[config.mk]
export PLATFORM = sky130hd
export DESIGN_NAME = page_translate_lru
export DESIGN_NICKNAME = d
export VERILOG_FILES = /design/src/sv/ptlru_pkg.sv /design/src/sv/page_translate_lru.sv
export SDC_FILE = /design/constraint.sdc
export NUM_CORES = 2
export LEC_CHECK = 0
export BUFFER_PORTS_ARGS = -buffer_cell sky130_fd_sc_hd__buf_2
export CAP_MARGIN = 20
export CORE_UTILIZATION = 50
export DETAILED_ROUTE_END_ITERATION = 8
export HOLD_SLACK_MARGIN = 0.02
export PLACE_DENSITY = 0.65
export SYNTH_ARGS = -nofsm -noshare
export SYNTH_HDL_FRONTEND = slang
export SYNTH_SLANG_ARGS = --single-unit
export TNS_END_PERCENT = 30
[constraint.sdc]
create_clock -name clk -period 4.1 [get_ports clk]
set_input_delay 0.82 -clock clk [delete_from_list [all_inputs] [get_ports clk]]
set_output_delay 0.82 -clock clk [all_outputs]
set_load 0.005 [all_outputs]
[src/sv/ptlru_pkg.sv]
// ----------------------------------------------------------------------------
// ptlru_pkg: shared constants for the page translation block
// Field widths, table geometry and the free-frame reload rule used when the
// frame count register is reset or written.
// ----------------------------------------------------------------------------
package ptlru_pkg;

  localparam int ADDR_W      = 12;
  localparam int OFFSET_BITS = 7;
  localparam int PAGE_W      = ADDR_W - OFFSET_BITS;
  localparam int PAGE_COUNT  = 1 << PAGE_W;
  localparam int FRAME_W     = 5;
  localparam int STAMP_W     = 32;
  localparam int CFG_W       = 6;
  localparam int SCAN_W      = PAGE_W + 1;

  localparam logic [CFG_W-1:0] FRAMES_MIN   = CFG_W'(2);
  localparam logic [CFG_W-1:0] FRAMES_MAX   = CFG_W'(32);
  localparam logic [CFG_W-1:0] FRAMES_RESET = CFG_W'(8);

  typedef logic [FRAME_W-1:0] frame_t;

  // Number of frames free for hand-out: the clamped frame count less the
  // reserved frame zero.
  function automatic frame_t free_reload(input logic [CFG_W-1:0] count);
    logic [CFG_W-1:0] eff;
    logic [CFG_W-1:0] left;
    if (count < FRAMES_MIN) begin
      eff = FRAMES_MIN;
    end else if (count > FRAMES_MAX) begin
      eff = FRAMES_MAX;
    end else begin
      eff = count;
    end
    left = eff - CFG_W'(1);
    return left[FRAME_W-1:0];
  endfunction

endpackage

[src/sv/page_translate_lru.sv]
// ----------------------------------------------------------------------------
// page_translate_lru: demand-paging address translation with LRU replacement
// Translates a virtual address through a resident page table, hands out free
// frames on a fault and evicts the least recently stamped page once none
// remain.
// ----------------------------------------------------------------------------
// Usage.
// A transfer is taken at a rising edge where start is high and busy is low;
// virtual_address carries the page number in its upper bits and the byte
// offset in its lower seven bits. Each transfer produces exactly one result:
// physical_address and page_fault are shown for a single cycle, marked by
// done. The receiver cannot hold a result off, so it must sample on done.
// A hit, or a fault served from the free pool, passes through the lookup
// state only, so busy is high for one cycle only and done is registered as
// that state ends. A fault with no free frame left runs the shared stamp
// comparator over all 32 table entries, one stamp read from the stamp RAM
// per cycle, then reads the victim's frame; busy stays high through lookup,
// scan, victim and finish, and done is registered as finish ends. Those 32
// compares through the single stamp read port set the worst rate.
// The frame count register is written through cfg_write and cfg_data while
// the block is idle; a write reloads the free-frame count and keeps the table.
// Reset (rst, synchronous) clears every valid bit, the access counter and the
// outputs, and loads the free count for the default of eight frames. The
// frame and stamp RAMs are not cleared; an entry is only read once written.
// ----------------------------------------------------------------------------
module page_translate_lru (
  input  logic                             clk,
  input  logic                             rst,
  input  logic                             start,
  output logic                             busy,
  input  logic [ptlru_pkg::ADDR_W-1:0]     virtual_address,
  output logic                             done,
  output logic [ptlru_pkg::ADDR_W-1:0]     physical_address,
  output logic                             page_fault,
  input  logic                             cfg_write,
  input  logic [ptlru_pkg::CFG_W-1:0]      cfg_data
);

  typedef enum logic [2:0] {
    ST_IDLE,
    ST_LOOKUP,
    ST_SCAN,
    ST_VICTIM,
    ST_FINISH
  } state_t;

  localparam int PW = ptlru_pkg::PAGE_W;
  localparam int FW = ptlru_pkg::FRAME_W;
  localparam int SW = ptlru_pkg::STAMP_W;
  localparam int OW = ptlru_pkg::OFFSET_BITS;
  localparam int CW = ptlru_pkg::SCAN_W;
  localparam int NP = ptlru_pkg::PAGE_COUNT;

  state_t           state;
  logic [NP-1:0]    entry_valid;
  logic [SW-1:0]    access_counter;
  logic [FW-1:0]    free_left;
  logic [PW-1:0]    page_q;
  logic [OW-1:0]    offset_q;
  logic [CW-1:0]    scan_cnt;
  logic             found;
  logic [SW-1:0]    best;
  logic [PW-1:0]    victim;

  // The frame and stamp tables are RAMs with one registered read port each.
  logic [FW-1:0]    frame_mem [NP];
  logic [SW-1:0]    stamp_mem [NP];
  logic [FW-1:0]    frame_q;
  logic [SW-1:0]    stamp_q;

  logic             accept;
  logic             hit;
  logic             from_pool;
  logic [PW-1:0]    frame_rd_addr;
  logic             frame_we;
  logic             stamp_we;
  logic [FW-1:0]    frame_wdata;
  logic [PW-1:0]    cmp_idx;
  logic             cmp_take;
  logic [FW-1:0]    finish_frame;

  assign busy      = (state != ST_IDLE);
  assign accept    = start && !busy;
  assign hit       = entry_valid[page_q];
  assign from_pool = (free_left != '0);

  // Read address: the requested page, but the chosen victim in the victim state.
  assign frame_rd_addr = (state == ST_VICTIM) ? victim : virtual_address[ptlru_pkg::ADDR_W-1:OW];

  assign finish_frame = found ? frame_q : '0;
  assign frame_wdata  = (state == ST_FINISH) ? finish_frame : free_left;
  assign frame_we     = ((state == ST_LOOKUP) && !hit && from_pool) || (state == ST_FINISH);
  assign stamp_we     = ((state == ST_LOOKUP) && (hit || from_pool)) || (state == ST_FINISH);

  // The stamp read issued last cycle belongs to the entry one below the count.
  assign cmp_idx  = scan_cnt[PW-1:0] - PW'(1);
  assign cmp_take = (scan_cnt != '0) && entry_valid[cmp_idx] && (cmp_idx != page_q) &&
                    (!found || (stamp_q < best));

  always_ff @(posedge clk) begin
    frame_q <= frame_mem[frame_rd_addr];
    if (frame_we) begin
      frame_mem[page_q] <= frame_wdata;
    end
  end

  always_ff @(posedge clk) begin
    stamp_q <= stamp_mem[scan_cnt[PW-1:0]];
    if (stamp_we) begin
      stamp_mem[page_q] <= access_counter;
    end
  end

  always_ff @(posedge clk) begin
    if (rst) begin
      state          <= ST_IDLE;
      entry_valid    <= '0;
      access_counter <= '0;
      free_left      <= ptlru_pkg::free_reload(ptlru_pkg::FRAMES_RESET);
      done           <= 1'b0;
      page_fault     <= 1'b0;
      physical_address <= '0;
      scan_cnt       <= '0;
      found          <= 1'b0;
      best           <= '0;
      victim         <= '0;
      page_q         <= '0;
      offset_q       <= '0;
    end else begin
      done <= 1'b0;
      unique case (state)
        ST_IDLE: begin
          if (accept) begin
            page_q   <= virtual_address[ptlru_pkg::ADDR_W-1:OW];
            offset_q <= virtual_address[OW-1:0];
            state    <= ST_LOOKUP;
          end
        end
        ST_LOOKUP: begin
          if (hit || from_pool) begin
            // Resident page, or a fault served from the free pool.
            done             <= 1'b1;
            page_fault       <= !hit;
            physical_address <= {(hit ? frame_q : free_left), offset_q};
            access_counter   <= access_counter + SW'(1);
            if (!hit) begin
              entry_valid[page_q] <= 1'b1;
              free_left           <= free_left - FW'(1);
            end
            state <= ST_IDLE;
          end else begin
            scan_cnt <= '0;
            found    <= 1'b0;
            state    <= ST_SCAN;
          end
        end
        ST_SCAN: begin
          if (cmp_take) begin
            found  <= 1'b1;
            best   <= stamp_q;
            victim <= cmp_idx;
          end
          if (scan_cnt == CW'(NP)) begin
            state <= ST_VICTIM;
          end else begin
            scan_cnt <= scan_cnt + CW'(1);
          end
        end
        ST_VICTIM: begin
          state <= ST_FINISH;
        end
        ST_FINISH: begin
          if (found) begin
            entry_valid[victim] <= 1'b0;
          end
          entry_valid[page_q] <= 1'b1;
          done             <= 1'b1;
          page_fault       <= 1'b1;
          physical_address <= {finish_frame, offset_q};
          access_counter   <= access_counter + SW'(1);
          state            <= ST_IDLE;
        end
        default: begin
          state <= ST_IDLE;
        end
      endcase
      // User keeps configuration to idle (not enforced); it reloads the free pool.
      if (cfg_write) begin
        free_left <= ptlru_pkg::free_reload(cfg_data);
      end
    end
  end

  // A result is only ever produced by a transfer that was in progress.
  a_done_after_busy: assert property (@(posedge clk) disable iff (rst)
    done |-> $past(busy))
    else $error("result strobe without a transfer in progress");

  // Accepting a transfer always leaves the block busy for the next cycle.
  a_accept_busy: assert property (@(posedge clk) disable iff (rst)
    accept |=> busy)
    else $error("block not busy after accepting a transfer");

  // The eviction scan only runs once the free pool is exhausted.
  a_scan_pool_empty: assert property (@(posedge clk) disable iff (rst)
    (state == ST_SCAN) |-> (free_left == '0))
    else $error("scan started with free frames left");

  // A chosen victim is resident and never the faulting page itself.
  a_victim_legal: assert property (@(posedge clk) disable iff (rst)
    ((state == ST_FINISH) && found) |-> (entry_valid[victim] && (victim != page_q)))
    else $error("illegal eviction victim");

  // A hit or a fault served from the pool raises its strobe straight after lookup.
  a_hit_latency: assert property (@(posedge clk) disable iff (rst)
    ((state == ST_LOOKUP) && (hit || from_pool)) |=> done)
    else $error("hit or pool fault did not complete in one cycle");

endmodule

# [After elaboration in Yosys (flattened, before gate mapping)]
# Memories as Yosys holds them, arrays and structs flattened. A register that Yosys moved wholly into a read port is not among the register bits.
# Index checks and enable logic that the tools add are counted.
[op_classes] addsub=5 multipliers=0 div_mod_pow=0 magnitude_cmp=8 eq_ne=14 shifts=0 mux=48 bitwise_logic=4 n_reduce_logical=32
[ops] operator="$mux 32" count=6
[ops] operator="$pmux 32 s2" count=2
[ops] operator="$or 32x32->32" count=2
[ops] operator="$mux 5" count=12
[ops] operator="$add 32x1->32 const B" count=1
[ops] operator="$and 32x32->32" count=1
[ops] operator="$lt 32x32->1" count=1
[ops] operator="$not 32->32" count=1
[ops] operator="$pmux 12 s2" count=1
[ops] operator="$lt 5x6->1 const B" count=3
[ops] operator="$sub 5x1->5 const B" count=3
[ops] operator="$ne 2x2->1 const B" count=7
[ops] operator="$mux 1" count=12
[ops] operator="$mux 12" count=1
[ops] operator="$mux 6" count=2
[ops] operator="$pmux 3 s4" count=1
[ops] operator="$pmux 6 s2" count=1
[ops] operator="$reduce_and 3->1" count=4
[ops] operator="$bmux 1 s5" count=2
[ops] operator="$demux 1 s5" count=2
[ops] operator="$ge 5x1->1 const B" count=2
[ops] operator="$logic_and 1x1->1" count=9
[ops] operator="$reduce_and 2->1" count=4
[ops] operator="$reduce_bool 2->1" count=4
[ops] operator="other kinds (18)" count=27
[word_totals] register_bits=142 latch_bits=0 ram_bits=1184 mem_bits_ro=0 elab_cells=126 mem_count=2
[memory_table] memory="stamp_mem" depth=32 width=32 rd=1 rd_clocked_by_memory_dff=1 write_ports=1 line="page_translate_lru.sv:67" rtl="logic [SW-1:0] stamp_mem [NP];"
[memory_table] memory="frame_mem" depth=32 width=5 rd=1 rd_clocked_by_memory_dff=1 write_ports=1 line="page_translate_lru.sv:66" rtl="logic [FW-1:0] frame_mem [NP];"

# [Longest topological paths before layout]
[logic_depth] ltp_word=11 ltp_mapped=14 mapped_depth_nobuf=9

# [Worst setup path before layout]
# OpenSTA, ideal clock, no wires.
[synth_path] kind="register to register" from="reg scan_cnt[0]" to="reg victim[0]" setup_ns=0.121 t_arrival_ns=3.577 t_required_ns=3.979 slack_ns=0.403 path_stages_with_launch=14 path_buffers=5 path_cell_list="dfxtp_1 -> buf_6 -> clkbuf_1 -> buf_1 -> inv_1 -> ha_1 -> clkbuf_1 -> mux4_2 -> mux4_1 -> mux2_2 -> nand2_1 -> a211oi_1 -> buf_6 -> mux2_2"
[synth_between] elab_chain_len=7 word_cells_on_any_way=9 classes_between="add/sub (1); eq/ne (1); mux (2); reduce/logical (5)"
[synth_lines] element="from (decl)" line="page_translate_lru.sv:60" rtl="logic [CW-1:0] scan_cnt;"
[synth_lines] element="from (signal assigned)" line="page_translate_lru.sv:166" rtl="scan_cnt <= scan_cnt + CW'(1);"
[synth_lines] element="$sub 5x1->5 (*)" line="page_translate_lru.sv:96" rtl="assign cmp_idx = scan_cnt[PW-1:0] - PW'(1);"
[synth_lines] element="via cmp_idx[0]" line="page_translate_lru.sv:78" rtl="logic [PW-1:0] cmp_idx;"
[synth_lines] element="$bmux 1 s5" line="page_translate_lru.sv:97" rtl="assign cmp_take = (scan_cnt != '0) && entry_valid[cmp_idx] && (cmp_idx != page_q) &&"
[synth_lines] element="$mux 1 (implied by the code)" line="page_translate_lru.sv:97"
[synth_lines] element="$logic_and 1x1->1 (3 in series)" line="page_translate_lru.sv:97"
[synth_lines] element="$reduce_and 2->1 (no line)"
[synth_lines] element="to (signal assigned)" line="page_translate_lru.sv:161" rtl="victim <= cmp_idx;"
[synth_lines] element="to (decl)" line="page_translate_lru.sv:63" rtl="logic [PW-1:0] victim;"
# Mark *: on every way through the listed nets, which the timed path passes. The rest lies on a longest branch. The select of a mux whose other input is x is not followed.
# A chain may end at the register's enable or synchronous reset.

# [Worst setup path in the final report]
[layout_path] from="reg page_q[0]" to="mem frame_mem[15][3] in the netlist's numbering, enable pin"
[layout_between] elab_chain_len=8
[layout_lines] element="from (decl)" line="page_translate_lru.sv:58" rtl="logic [PW-1:0] page_q;"
[layout_lines] element="from (signal assigned)" line="page_translate_lru.sv:134" rtl="page_q <= virtual_address[ptlru_pkg::ADDR_W-1:OW];"
[layout_lines] element="$bmux 1 s5" line="page_translate_lru.sv:84" rtl="assign hit = entry_valid[page_q];"
[layout_lines] element="$mux 1 (implied by the code)" line="page_translate_lru.sv:84"
[layout_lines] element="$logic_not 1->1"
[layout_lines] element="$logic_and 1x1->1 (2 in series)" line="page_translate_lru.sv:92" rtl="assign frame_we = ((state == ST_LOOKUP) && !hit && from_pool) || (state == ST_FINISH);"
[layout_lines] element="$logic_or 1x1->1" line="page_translate_lru.sv:92"
[layout_lines] element="$mux 1" line="page_translate_lru.sv:102" rtl="if (frame_we) begin"
[layout_lines] element="$mux 1 (implied by the code)" line="page_translate_lru.sv:103" rtl="frame_mem[page_q] <= frame_wdata;"
[layout_lines] element="to (decl)" line="page_translate_lru.sv:66"
# Several ways; a longest one is shown, not always the timed one. The select of a mux whose other input is x is not followed.

==> reports/qor.yml <==
core-area_um2: 106000
routedWlPerCell_um: 27.9
ant_nets: 0
fin_nets: 3099
start_kind: "flop"
clock_latency_ns: 0.75
cts_hold_buffers: 0
final_cell_area_um2: 61300
cts_buffer_depth: 3
status: "completed"
antenna_found_initial: 0
r2r-start: "page_q[0]"
leakage_nw: 19.5
min_period_ns: 3.50
antennaDiodeCount: 0
timing.setup.tns_ns: 0
required_ns: 4.52
cts_root_buffer: "clkbuf_16"
rsz0062_at_grt: "no"
grt_max_degree: 135
ys_seq_elements: 1363
drt_iter0_markers: 3302
cp-end-kind: "flop"
place.gp.congestion: 0.884
period_share: 0.854
worstMarginPinSlew_ns: 1.06
grt_overflow: 0
die_width_um: 330
synthArstFlopShare: 0
start_util: 0.507
numCtsBuffers: 135
slew_headroom: 0.289
vias_per_cell: 6.09
die_h_um: 330
crit_fanout: 10
io_pins: 37
fin_worst_skew_ns: 0.0301
cts-htree-levels: 4
maxCapViolCount: 0
dpl.hpwl_um: 74000
ys_seq_area_frac: 0.729
max_freq_ghz: 0.285
worst-setup-path-type: "flop to flop"
vias: 27680
cts.repair.resized: 0
place_area_um2: 56600
worstHoldStart: "virtual_address[3]"
synth_cell_types: 55
grt_util_all_layers: 0.238
drc: 0
cts_tree: "yes"
fillers: 7632
syn_area_per_cell_um2: 18.5
final-setup-viol-count: 0
power_density_nw_per_um2: 460
firstDrtPassIters: 7
final_cell_mix: "edfxtp_1 (1184), mux4_2 (336), nand2_1 (194)"
synth_edf_count: 1184
critPathLaunch: "page_q[0]"
min-delay-path-class: "input port to flop"
synth-main-ff-cell: "edfxtp_1"
dieArea_um2: 109000
synthToLayoutAreaGrowth_pct: 14.1
cts.clk_slew.worst_paths_ns: 0.06
ys.warnings.count: 0
num_rows: 119
finalMaxSlewViolations: 0
postCtsSetupBuffers: 0
synth_top_area_frac: 0.662
grt_pass1_wl_um: 187000
syn_nets: 2956
final_common_cell: "edfxtp_1"
synth.largest_area_cell: "edfxtp_1"
p_total_mw: 28.2
cts.sinks: 1363
numPortBuffers: 36
arrival_ns: 3.92
ir_drop_mv: 0.396
first_global_vias: 28308
final_layout_size_suffix_gt1_frac: 0.249
hold_viol: 0
routed_wl_um: 127000
syn_area_um2: 53700
postSynthCellCount: 2898
synth_area_leaders: "edfxtp_1 (66%), mux4_2 (14%), dfxtp_1 (6.7%), nand2_1 (1.4%), a211oi_1 (0.92%)"
==> metal layers <==
metal / track usage / share of wire
met5: 0 / 0
met4: 0.0858 / 0.031
met3: 0.0402 / 0.068
met2: 0.377 / 0.48
met1: 0.335 / 0.42
==> flip-flops by register name, summed over array words and instances, names as in the netlist, 3 cells and up <==
signal / count
stamp_mem: 1024
physical_address: 12
page_q: 5
offset_q: 7
frame_q: 5
access_counter: 32
entry_valid: 32
best: 32
victim: 5
state: 3
stamp_q: 32
free_left: 5
frame_mem: 160
scan_cnt: 6
==> cell type report <==
type | count | area [µm²] | area share
Sequential cell | 1363 | 39200 | 0.639
Multi-Input combinational cell | 1293 | 13900 | 0.226
Clock buffer | 182 | 3790 | 0.0619
Tap cell | 1391 | 1740 | 0.0284
Timing Repair Buffer | 167 | 1700 | 0.0277
Clock inverter | 65 | 734 | 0.0120
Inverter | 81 | 304 | 0.00496
==> stage by stage <==
step / utilization / hold WS [ns] / cells / worst slack (ns)
after floorplan: - / 0.437 / 2898 / 0.403
after global placement: 0.534 / 0.439 / 4285 / 0.611
after detailed placement: 0.535 / 0.447 / 4290 / 0.597
after CTS: 0.578 / 0.284 / 4537 / 0.571
after global routing: 0.579 / 0.312 / 4542 / 0.412
final: 0.579 / 0.334 / 4542 / 0.597
==> critical path, cell delays in order (launching register included) <==
cell	delay, ns
dfxtp_1	0.69
mux4_2	0.58
a22oi_1	0.27
nand4_2	0.19
buf_4	0.21
o21ai_1	0.26
and3_1	0.61
nand2_1	0.16
inv_1	0.21
==> logic make-up after synthesis <==
| kind of cell | after synthesis | synth area share |
|---|---|---|
| muxes | 417 | 0.157 |
| adders and majority gates | 36 | 0.00839 |
| AOI/OAI and AO/OA | 265 | 0.0312 |
| buffers and inverters | 242 | 0.0186 |
| xor gates and xnor gates | 37 | 0.00603 |
| DFF | 1363 | 0.729 |
| and+or+nand+nor | 538 | 0.0496 |
==> path summary, 6_finish.rpt <==
path	to	slack (ns)	cells past startpoint
setup / recovery	frame_mem[15][3]	0.60	8
hold / removal	offset_q[3]	0.33	3
setup reg to reg	frame_mem[15][3]	0.60	8
hold reg to reg	physical_address[2]	0.45	2
==> synth_stat cells, drive strengths merged (25+ instances only) <==
library cell and n:
a211oi 66, a21oi 76, o21ai 52, edfxtp 1184, mux4 338, nand3 25
inv 81, ha 36, buf 49, mux2i 41, clkbuf 112, nand2b 69
nand2 195, dfxtp 179, mux2 38, and2 45, nor2 93, a31oi 26
==> power breakdown <==
part	switching [mW]	total, mW	internal (mW)
clock network	5.11	12.5	7.40
logic	0.407	0.626	0.219
registers	0.0578	15.1	15.0
No activity file was read; power rests on OpenSTA's default activity.
